[src/hw/rtl/pair_distance_histogram_macros.svh]
// Assertion macros for the pair distance histogram.
`ifndef PAIR_DISTANCE_HISTOGRAM_MACROS_SVH
`define PAIR_DISTANCE_HISTOGRAM_MACROS_SVH
`ifndef SYNTHESIS
`define PDH_ASSERT_IMPL(label, clk, rst_n, ante, cons) \
    label: assert property (@(posedge clk) disable iff (!rst_n) (ante) |-> (cons)) \
        else $error("assertion failed");
`define PDH_ASSERT_NEXT(label, clk, rst_n, ante, cons) \
    label: assert property (@(posedge clk) disable iff (!rst_n) (ante) |=> (cons)) \
        else $error("assertion failed");
`else
`define PDH_ASSERT_IMPL(label, clk, rst_n, ante, cons)
`define PDH_ASSERT_NEXT(label, clk, rst_n, ante, cons)
`endif
`endif

[src/hw/rtl/pdh_pkg.sv]
`default_nettype none
package pdh_pkg;
    localparam int NBIN_DEF  = 256;
    localparam int NPAIR_DEF = 8;
    localparam int CUT_W  = 48;
    localparam int BW_W   = 24;
    localparam int D_W    = 24;
    localparam int KIND_W = 3;
    localparam int BIN_W  = 8;
    localparam int CNT_W  = 32;
    localparam int RSQ_W  = 50;
    localparam int ROOT_W = 25;
    localparam int CFG_IDX_W = 1;

    localparam logic [CFG_IDX_W-1:0] REG_CUTOFF_SQ = 1'b0;
    localparam logic [CFG_IDX_W-1:0] REG_BIN_WIDTH = 1'b1;
    localparam logic OP_ACC  = 1'b0;
    localparam logic OP_READ = 1'b1;

    typedef struct packed {
        logic load;      // capture input item, start squares
        logic sum;       // add squares, compare cutoff or check read bin
        logic sqrt_init;
        logic sqrt_step;
        logic div_init;
        logic div_step;
        logic bin_chk;   // latch bin range check, form address
        logic mem_rd;    // issue memory read
        logic mem_wr;    // write back and load output
    } pdh_cmd_t;

    typedef struct packed {
        logic is_read;
        logic sqrt_done;
        logic div_done;
        logic bin_ok;    // quotient below NBIN
        logic hit;       // checks passed: go on to the root, or to memory
    } pdh_sts_t;
endpackage
`default_nettype wire

[src/hw/rtl/pdh_ctrl.sv]
`default_nettype none
module pdh_ctrl (
    input  wire logic              clk,
    input  wire logic              rst_n,
    input  wire logic              in_valid,
    output logic                   in_ready,
    output logic                   out_valid,
    input  wire logic              out_ready,
    input  wire pdh_pkg::pdh_sts_t sts,
    output pdh_pkg::pdh_cmd_t      cmd
);
    typedef enum logic [3:0] {
        S_IDLE, S_SQ, S_SUM, S_DEC, S_SQRT_INIT, S_SQRT, S_DIV_INIT, S_DIV, S_RD, S_WR,
        S_OUT
    } state_t;

    state_t state_reg, state_next;
    logic   out_valid_reg, out_valid_next;

    // Busy until the result is taken; one item at a time.
    assign in_ready  = (state_reg == S_IDLE) && !out_valid_reg;
    assign out_valid = out_valid_reg;

    always_comb
    begin
        state_next     = state_reg;
        out_valid_next = out_valid_reg;
        cmd            = '0;
        if (out_valid_reg && out_ready)
        begin
            out_valid_next = 1'b0;
        end
        unique case (state_reg)
            S_IDLE:
            begin
                if (in_valid && in_ready)
                begin
                    cmd.load   = 1'b1;
                    state_next = S_SQ;
                end
            end
            S_SQ:
            begin
                // squares register at the end of this cycle
                state_next = S_SUM;
            end
            S_SUM:
            begin
                cmd.sum    = 1'b1;
                state_next = S_DEC;
            end
            S_DEC:
            begin
                if (sts.is_read)
                begin
                    state_next = sts.hit ? S_RD : S_WR;
                end
                else
                begin
                    state_next = sts.hit ? S_SQRT_INIT : S_WR;
                end
            end
            S_SQRT_INIT:
            begin
                cmd.sqrt_init = 1'b1;
                state_next    = S_SQRT;
            end
            S_SQRT:
            begin
                cmd.sqrt_step = 1'b1;
                if (sts.sqrt_done)
                begin
                    state_next = S_DIV_INIT;
                end
            end
            S_DIV_INIT:
            begin
                cmd.div_init = 1'b1;
                state_next   = S_DIV;
            end
            S_DIV:
            begin
                cmd.div_step = 1'b1;
                if (sts.div_done)
                begin
                    state_next = S_OUT;
                end
            end
            S_OUT:
            begin
                cmd.bin_chk = 1'b1;
                state_next  = sts.bin_ok ? S_RD : S_WR;
            end
            S_RD:
            begin
                cmd.mem_rd = 1'b1;
                state_next = S_WR;
            end
            S_WR:
            begin
                cmd.mem_wr     = 1'b1;
                out_valid_next = 1'b1;
                state_next     = S_IDLE;
            end
            default: state_next = S_IDLE;
        endcase
    end

    always_ff @(posedge clk or negedge rst_n)
    begin
        if (!rst_n)
        begin
            state_reg     <= S_IDLE;
            out_valid_reg <= 1'b0;
        end
        else
        begin
            state_reg     <= state_next;
            out_valid_reg <= out_valid_next;
        end
    end
endmodule
`default_nettype wire

[config.mk]
export PLATFORM = sky130hd
export DESIGN_NAME = pdh_ctrl
export DESIGN_NICKNAME = d
export VERILOG_FILES = /design/src/hw/rtl/pair_distance_histogram_macros.svh /design/src/hw/rtl/pdh_pkg.sv /design/src/hw/rtl/pdh_ctrl.sv
export SDC_FILE = /design/constraint.sdc
export NUM_CORES = 1
export LEC_CHECK = 0
export ABC_AREA = 1
export BUFFER_PORTS_ARGS = -buffer_cell sky130_fd_sc_hd__clkbuf_2
export CELL_PAD_IN_SITES_DETAIL_PLACEMENT = 0
export CELL_PAD_IN_SITES_GLOBAL_PLACEMENT = 2
export CORE_AREA = 2 2 49 51
export CTS_BUF_LIST = sky130_fd_sc_hd__clkbuf_16
export CTS_CLUSTER_DIAMETER = 40
export DETAILED_ROUTE_END_ITERATION = 7
export DIE_AREA = 0 0 51 53
export GPL_TIMING_DRIVEN = 0
export PLACE_DENSITY = 0.75
export SLEW_MARGIN = 30
export SYNTH_ARGS = -nofsm -noshare
export SYNTH_HDL_FRONTEND = slang
export SYNTH_SLANG_ARGS = --single-unit
[constraint.sdc]
create_clock -name clk -period 1.6 [get_ports clk]
set_input_delay 0.16 -clock clk [delete_from_list [all_inputs] [get_ports clk]]
set_output_delay 0.16 -clock clk [all_outputs]
set_load 0.01 [all_outputs]
# ---- Yosys cells after proc, flatten, opt, wreduce, memory -nomap -nowiden
# Index checks and enable logic that the tools add are counted.
dict set report word_totals {
  ff_bits 5
  output_inout_bits 11
  elab_cells 42
  inputBits 9
}
dict set report op_classes {
  n_eq_ne 13
  reduce_logical 7
  mux 20
}
# op count
set op_table {}
lappend op_table {{$pmux W4 S10} 1}
lappend op_table {{$mux W4} 5}
lappend op_table {{$eq A4 B3 Y1 const B} 4}
lappend op_table {{$mux W1} 14}
lappend op_table {{$eq A4 B4 Y1 const B} 3}
lappend op_table {{$eq A4 B2 Y1 const B} 2}
lappend op_table {{$eq A4 B1 Y1 const B} 1}
lappend op_table {{$logic_not A4 Y1} 1}
lappend op_table {{$ne A2 B2 Y1 const B} 2}
lappend op_table {{$logic_and A1 B1 Y1} 3}
lappend op_table {{$reduce_and A3 Y1} 1}
lappend op_table {{$ne A2 B1 Y1 const B} 1}
lappend op_table {{$reduce_bool A2 Y1} 1}
lappend op_table {{$logic_not A1 Y1} 1}

# ---- Depth between registers and ports, before layout
# Gate-level depths: netlist (run 1).
dict set report depth {
  ltp_word 5
  depth_mapped 7
  mapped_depth_nobuf 7
}

# ---- Worst setup path before layout (run 1)
# Ideal clock, no wire load.
dict set report synth_timing {
  path_type {reg2out}
  startpoint {reg state_reg[1]}
  endpoint {out cmd[8] (netlist name)}
  required_ps 1440
  arrival_time_ps 957
  path_buffers 0
  slack_ps 483
  stages_incl_launch_ff 4
  cell_sequence {dfrtp_1 -> nor2_2 -> nand2_2 -> nor3_1}
}
# item line_no
set synth_lines {}
lappend synth_lines {{start: declaration} pdh_ctrl.sv:17} ;# state_t state_reg, state_next;
lappend synth_lines {{start signal: assignment} pdh_ctrl.sv:118} ;# state_reg <= state_next;
lappend synth_lines {{end: declaration} pdh_ctrl.sv:10} ;# output pdh_pkg::pdh_cmd_t cmd

==> results of run 1 <==
-- cell usage after synthesis --
master                     instances
sky130_fd_sc_hd__nor2_2            4
sky130_fd_sc_hd__o21bai_1          1
sky130_fd_sc_hd__nand2_2           2
sky130_fd_sc_hd__inv_2             1
sky130_fd_sc_hd__dfrtp_1           5
sky130_fd_sc_hd__buf_4             1
sky130_fd_sc_hd__inv_1            16
sky130_fd_sc_hd__nand3_1           3
sky130_fd_sc_hd__o22ai_1           1
sky130_fd_sc_hd__o21ai_0           2
sky130_fd_sc_hd__nand2_1          16
sky130_fd_sc_hd__nor2_1           16
sky130_fd_sc_hd__nor3_1            2
sky130_fd_sc_hd__a21oi_2           1
sky130_fd_sc_hd__a21oi_1           1
-- layout make-up --
type                            instances  area, sq um
Clock buffer                            3         75.1
Fill cell                             253         1510
Tap cell                               28         35.0
Multi-Input combinational cell         49          220
Buffer                                  1         7.51
Clock inverter                          1         5.00
Sequential cell                         5          126
Inverter                               17         63.8
Timing Repair Buffer                   20          105
-- through the flow --
step / worst slack [ps] / hold slack (ps) / instance area (sq um) / total power [mW] / utilization
floorplan: 483 / -136 / 417 / 0.619 / -
global placement: 357 / -22.8 / 547 / 0.782 / 0.255
detailed placement: 369 / -20.7 / 547 / 0.779 / 0.255
CTS: 131 / 136 / 637 / 1.20 / 0.296
global route: 15.5 / 140 / 638 / 1.32 / 0.297
finish: 139 / 128 / 638 / 1.19 / 0.297
-- cells by family (layout without fill, tap and decap cells) --
logic type             after synthesis  in the layout  share of synthesized area
AOI/OAI and AO/OA                    6              6                     0.0901
buffers and inverters               18             42                      0.171
DFF                                  5              5                      0.300
and+or+nand+nor                     43             43                      0.438
-- layer usage --
layer  global-route usage  vias to the layer above
li1                     -                      259
met1                0.105                      209
met2                0.147                       12
met3               0.0169                        2
met4               0.0405                        0
met5                    0                        -
-- critical path: cells and delay by family (launching register included) --
kind / cells / cell delay [ps]
buffers and inverters: 1 / 160
DFF: 1 / 420
and+or+nand+nor: 3 / 490
-- worst paths after layout --
check,end,cells past startpoint
worst max-delay path,cmd[8],4
max in group asynchronous,state_reg[0]$_DFFE_PN0P_,2
min in group asynchronous,out_valid$_DFFE_PN0P_,2
worst max register to register,state_reg[0]$_DFFE_PN0P_,6
worst min-delay path,out_valid$_DFFE_PN0P_,2
worst min register to register,out_valid$_DFFE_PN0P_,2
-- power by group through the flow --
| stage | clock [mW] | sequential, mW | combinational (mW) |
|---|---|---|---|
| global route | 0.432 | 0.257 | 0.628 |
| CTS | 0.419 | 0.243 | 0.539 |
| finish | 0.413 | 0.247 | 0.531 |
| detailed placement | 0 | 0.245 | 0.534 |
| floorplan | 0 | 0.236 | 0.383 |
| global placement | 0 | 0.245 | 0.538 |
-- what timing repair did --
action,4_1_cts,5_1_grt
hold endpoints to repair,5,0
setup endpoints to repair,0,1
hold buffers,1,0
resized for setup,0,1
-- layout by cell type (no fill, tap or decap) --
master / netlist / final
sky130_fd_sc_hd__clkbuf_2: 0 / 19
sky130_fd_sc_hd__inv_1: 16 / 16
sky130_fd_sc_hd__nand2_1: 16 / 16
sky130_fd_sc_hd__nor2_1: 16 / 16
sky130_fd_sc_hd__nor2_2: 4 / 4
sky130_fd_sc_hd__dfrtp_1: 5 / 4
sky130_fd_sc_hd__nand3_1: 3 / 3
sky130_fd_sc_hd__clkbuf_16: 0 / 3
sky130_fd_sc_hd__nand2_2: 2 / 2
sky130_fd_sc_hd__nor3_1: 2 / 2
sky130_fd_sc_hd__o21ai_0: 2 / 2
sky130_fd_sc_hd__inv_2: 1 / 1
sky130_fd_sc_hd__a21oi_2: 1 / 1
sky130_fd_sc_hd__a21oi_1: 1 / 1
sky130_fd_sc_hd__o21bai_1: 1 / 1
sky130_fd_sc_hd__o22ai_1: 1 / 1
sky130_fd_sc_hd__buf_4: 1 / 1
sky130_fd_sc_hd__clkinv_2: 0 / 1
sky130_fd_sc_hd__dlygate4sd3_1: 0 / 1
sky130_fd_sc_hd__dfrtp_2: 0 / 1
==> impl_metrics.yaml, run 1 <==
critical_path:
  cp-start-kind: "flip-flop"
  r2r_start: "state_reg[1]$_DFFE_PN0P_"
  end_kind: "output pin"
  critical_path_peak_fanout: 5
  cp_data_required_time_ps: 1440
  timing.reg2reg.setup_slack_ps: 350
  cells_along_the_critical_path: "nor2_2, nand2_2, nor3_1, clkbuf_2"
  critical_path.slowest_cell: "sky130_fd_sc_hd__dfrtp_1"
  path_class: "flip-flop to output pin"
  worst_setup_path_startpoint: "state_reg[1]$_DFFE_PN0P_"
  critical-path-max-stage-delay_ps: 420
  worst_ep_arrival_time_ps: 1300
floorplanning:
  pin_count: 20
  core_sq_um: 2150
  placement_rows: 17
  design.die.area_sq_um: 2700
  initial_utilization: 0.194
  die_w_um: 51
  chip_height_um: 53
global_routing:
  grt_util_all_layers: 0.0866
  grt_overflow_total: 0
  first_global_vias: 428
  grt_first_pass_wirelength_um: 1730
  initial_antenna_violation_count: 0
  largest_net_degree_at_the_start_of_global_routing: 6
place:
  number_of_placed_instances_taps_included: 119
  numPortBuffers: 19
  detailed_place_hpwl_um: 904
  gpl.final_weighted_congestion: 0.759
detailed_routing:
  route.layer.met1.wl_um: 488
  detail_route.wl_per_cell_um: 8.72
  post-route-drc-count: 0
  top_layer_used: "met4"
  num_vias: 482
  ant_nets: 0
  post_drt_via_cell_ratio: 3.89
  route.met3.wl_um: 41
  met2WireLength_um: 531
  drtPass1Iterations: 4
  first_iter_violations: 1
  wl_um: 1080
timing:
  setup-tns-final_ps: 0
  period_needed_ps: 1460
  period_share: 0.913
  final_max_slew_viol_count: 0
  fin_clk_skew_ps: 0.782
  worst_slew_pin_slew_ps: 239
  slew_headroom: 0.840
  final_hold_viol_count: 0
  finalSetupViolations: 0
  rsz0062_at_grt: "no"
  max_freq_ghz: 0.684
clocking:
  clock-sinks: 5
  cts_tree: "yes"
  setup_bufs_post_cts: 0
  clk_pin_slew_worst_paths_ps: 30
  cts_inserted_buffers: 3
  clk_root_buffer_cell: "sky130_fd_sc_hd__clkbuf_16"
  clock_insertion_delay_worst_skew_ps: 230
  ctsLongestPathBuffers: 2
  cts-htree-levels: 1
synthesis:
  synth.ff_latch_count: 5
  netlist-cell-type-count: 15
  synth.avg_cell_area_sq_um: 5.79
  yosys.area.top_type_share: 0.300
  yosys_warnings: 0
  mappedNetlistNets: 81
  netlist_area_sq_um: 417
  cell_types_with_the_largest_area_share_after_synthesis: "sky130_fd_sc_hd__dfrtp_1 (30%), sky130_fd_sc_hd__inv_1 (14%), sky130_fd_sc_hd__nand2_1 (14%)"
  yosysSeqAreaShare: 0.300
  synth_cells: 72
  synth.largest_area_cell: "sky130_fd_sc_hd__dfrtp_1"
cells_and_area:
  flip_flop_count_of_the_largest_register_all_copies_and_words_added: 4
  finish.cell_count_without_fillers: 124
  fin_nets: 106
  syn2layout_area_growth_pct: 53.2
  antenna_cells: 0
  fraction_of_final_layout_cells_sized_beyond_drive_strength_1: 0.344
status:
  status: "completed"
power_and_ir_drop:
  power.sequential.fraction: 0.207
  internal-power_uw: 702
  total_switching_power_uw: 490
  clkPwrFrac: 0.347
  comb_power_share: 0.446
  power_switching_share: 0.411
  leakagePower_nw: 0.382
  peak_supply_drop_v: 0.000681
  p_per_area_nw_per_um2: 1870
flow_run:
  maxCapViolCount: 0
worst_hold_path:
  holdCritStartpoint: "out_ready"
  worst_min_delay_path_category: "primary input to flip-flop"
Note: power is estimated with default switching activity, not from simulation.
==> inputs of run 2 (changes only) <==
Settings changed: CORE_AREA 2 2 49 51 to 2 2 52 54, CTS_CLUSTER_SIZE set to 8, DIE_AREA 0 0 51 53 to 0 0 54 56, HOLD_SLACK_MARGIN set to 0.15, PLACE_DENSITY 0.75 to 0.7.
Clock period 1.6 ns to 1.3 ns, I/O delays scaled along.
==> run 2 against run 1 <==
  * Critical path depth grew 2
  * Flip-flop and latch count is the same
  * Register-to-register slack lost 260 ps
  * Hold slack gained 64 ps
  * Die area grew 12%
  * Combinational power grew 76%
  * First-iteration DRC count is the same
  * Worst setup slack lost 120 ps
  * Clock-buffer cell count is the same
  * Cell count grew 7.3%
==> impl_metrics.yaml, run 2 (synthesized netlist as in run 1, its figures left out) <==
status:
  status: "completed"
cells_and_area:
  finalCoreUtilization: 0.312
  fin_nets: 113
  antenna_cells: 0
  finish.cell_count_without_fillers: 133
  layout_commonest_cell: "sky130_fd_sc_hd__nand2_1"
  flip_flop_count_of_the_largest_register_all_copies_and_words_added: 4
  syn2layout_area_growth_pct: 82.3
  fraction_of_final_layout_cells_sized_beyond_drive_strength_1: 0.505
  commonest_non_fill_non_tap_cells_in_the_layout: "sky130_fd_sc_hd__nand2_1 (14), sky130_fd_sc_hd__nor2_1 (13), sky130_fd_sc_hd__clkbuf_2 (12)"
clocking:
  clock-sinks: 5
  clock_insertion_delay_worst_skew_ps: 230
  cts_tree: "yes"
  clk_root_buffer_cell: "sky130_fd_sc_hd__clkbuf_16"
  ctsLongestPathBuffers: 2
  cts_inserted_buffers: 3
  clk_pin_slew_worst_paths_ps: 30
  cts-htree-levels: 1
floorplanning:
  design.die.area_sq_um: 3020
  placement_rows: 18
  chip_height_um: 56
  pin_count: 20
  core_sq_um: 2430
  die_w_um: 54
  initial_utilization: 0.171
global_routing:
  first_global_vias: 443
  grt_overflow_total: 0
  grt_first_pass_wirelength_um: 1800
  largest_net_degree_at_the_start_of_global_routing: 6
  grt_util_all_layers: 0.0831
  initial_antenna_violation_count: 0
detailed_routing:
  post_drt_via_cell_ratio: 3.86
  first_iter_violations: 1
  detail_route.wl_per_cell_um: 9.08
  drtPass1Iterations: 4
  wl_um: 1210
  num_vias: 513
  ant_nets: 0
  post-route-drc-count: 0
power_and_ir_drop:
  leakagePower_nw: 0.431
  peak_supply_drop_v: 0.000985
  p_total_mw: 1.77
  p_per_area_nw_per_um2: 2340
critical_path:
  end_kind: "output pin"
  worst_ep_arrival_time_ps: 1150
  regToRegEndpoint: "state_reg[3]$_DFFE_PN0P_"
  cp_data_required_time_ps: 1170
  crit_path_end: "cmd[3]"
  reg2regPathDepth: 8
  r2r_start: "state_reg[1]$_DFFE_PN0P_"
  critical_path_peak_fanout: 5
  cp-start-kind: "flip-flop"
  timing.reg2reg.setup_slack_ps: 90
  worst_setup_path_startpoint: "state_reg[1]$_DFFE_PN0P_"
  path_class: "flip-flop to output pin"
timing:
  max_freq_ghz: 0.780
  setup_ws_ps: 18.1
  fin_clk_skew_ps: 2.36
  final_hold_viol_count: 0
  rsz0062_at_grt: "yes"
  slew_headroom: 0.894
  worst_slew_pin_slew_ps: 157
  final_max_slew_viol_count: 0
  finalSetupViolations: 0
  period_share: 0.986
  period_needed_ps: 1280
place:
  number_of_placed_instances_taps_included: 121
  gpl.final_weighted_congestion: 0.717
  dpl_ws_ps: 38.3
  numPortBuffers: 19
  detailed_place_hpwl_um: 975
worst_hold_path:
  holdCritStartpoint: "sts[2]"
  worst_min_delay_path_category: "primary input to flip-flop"
flow_run:
  maxCapViolCount: 0
## run 2: changes by cell type in the layout (fill, tap and decap cells not counted), sizes merged
cell / change
clkbuf: -7
buf: +13
dlygate4sd3: +1
## run 2: power breakdown
group | switching (mW) | internal, mW
sequential | 0.110 | 0.228
clock | 0.101 | 0.402
combinational | 0.507 | 0.426
## run 2: timing repair
item | 4_1_cts | 5_1_grt
setup endpoints to repair | 7 | 7
pin swaps | 3 | 6
buffers inserted | 3 | 4
hold buffers | 2 | 0
hold endpoints to repair | 6 | 0
cloned | 0 | 0
gates resized for setup | 19 | 11
## run 2: worst min-delay path by stage
stage | cells after the start | slack, ps | endpoint
global route | 4 | 220 | state_reg[1]$_DFFE_PN0P_
detailed placement | 1 | -50 | out_valid$_DFFE_PN0P_
floorplan | 0 | -170 | out_valid$_DFFE_PN0P_
finish | 4 | 190 | state_reg[1]$_DFFE_PN0P_
global placement | 1 | -50 | out_valid$_DFFE_PN0P_
CTS | 4 | 200 | state_reg[1]$_DFFE_PN0P_
## run 2: worst max-delay path: stages, from the launching register on
cell and delay [ps]:
sky130_fd_sc_hd__dfrtp_2 450, sky130_fd_sc_hd__buf_6 140, sky130_fd_sc_hd__nand2_4 80, sky130_fd_sc_hd__inv_4 40, sky130_fd_sc_hd__nand2_2 70, sky130_fd_sc_hd__inv_2 40, sky130_fd_sc_hd__buf_6 110
## run 2: metal layers
metal  vias up  track usage  wire (um)
li1        273            -          -
met1       225       0.0925        533
met2        15        0.138        595
met3         0       0.0323         79
met4         0       0.0321          0
met5         -            0          0
## run 2: stage by stage
step | hold slack, ps | TNS (ps) | instance area, sq um
CTS | 199 | -0.810 | 723
finish | 192 | 0 | 759
global placement | -51.5 | 0 | 549
detailed placement | -45.4 | 0 | 549
floorplan | -166 | 0 | 417
global route | 223 | -66.7 | 759
## run 2: layout make-up
cell class | instances | area [sq um]
timing repair buffer | 28 | 184
inverter | 17 | 66.3
sequential | 5 | 129
fill | 284 | 1670
clock buffer | 3 | 75.1
tap | 30 | 37.5
clock inverter | 1 | 5.00
multi-input combinational | 49 | 263
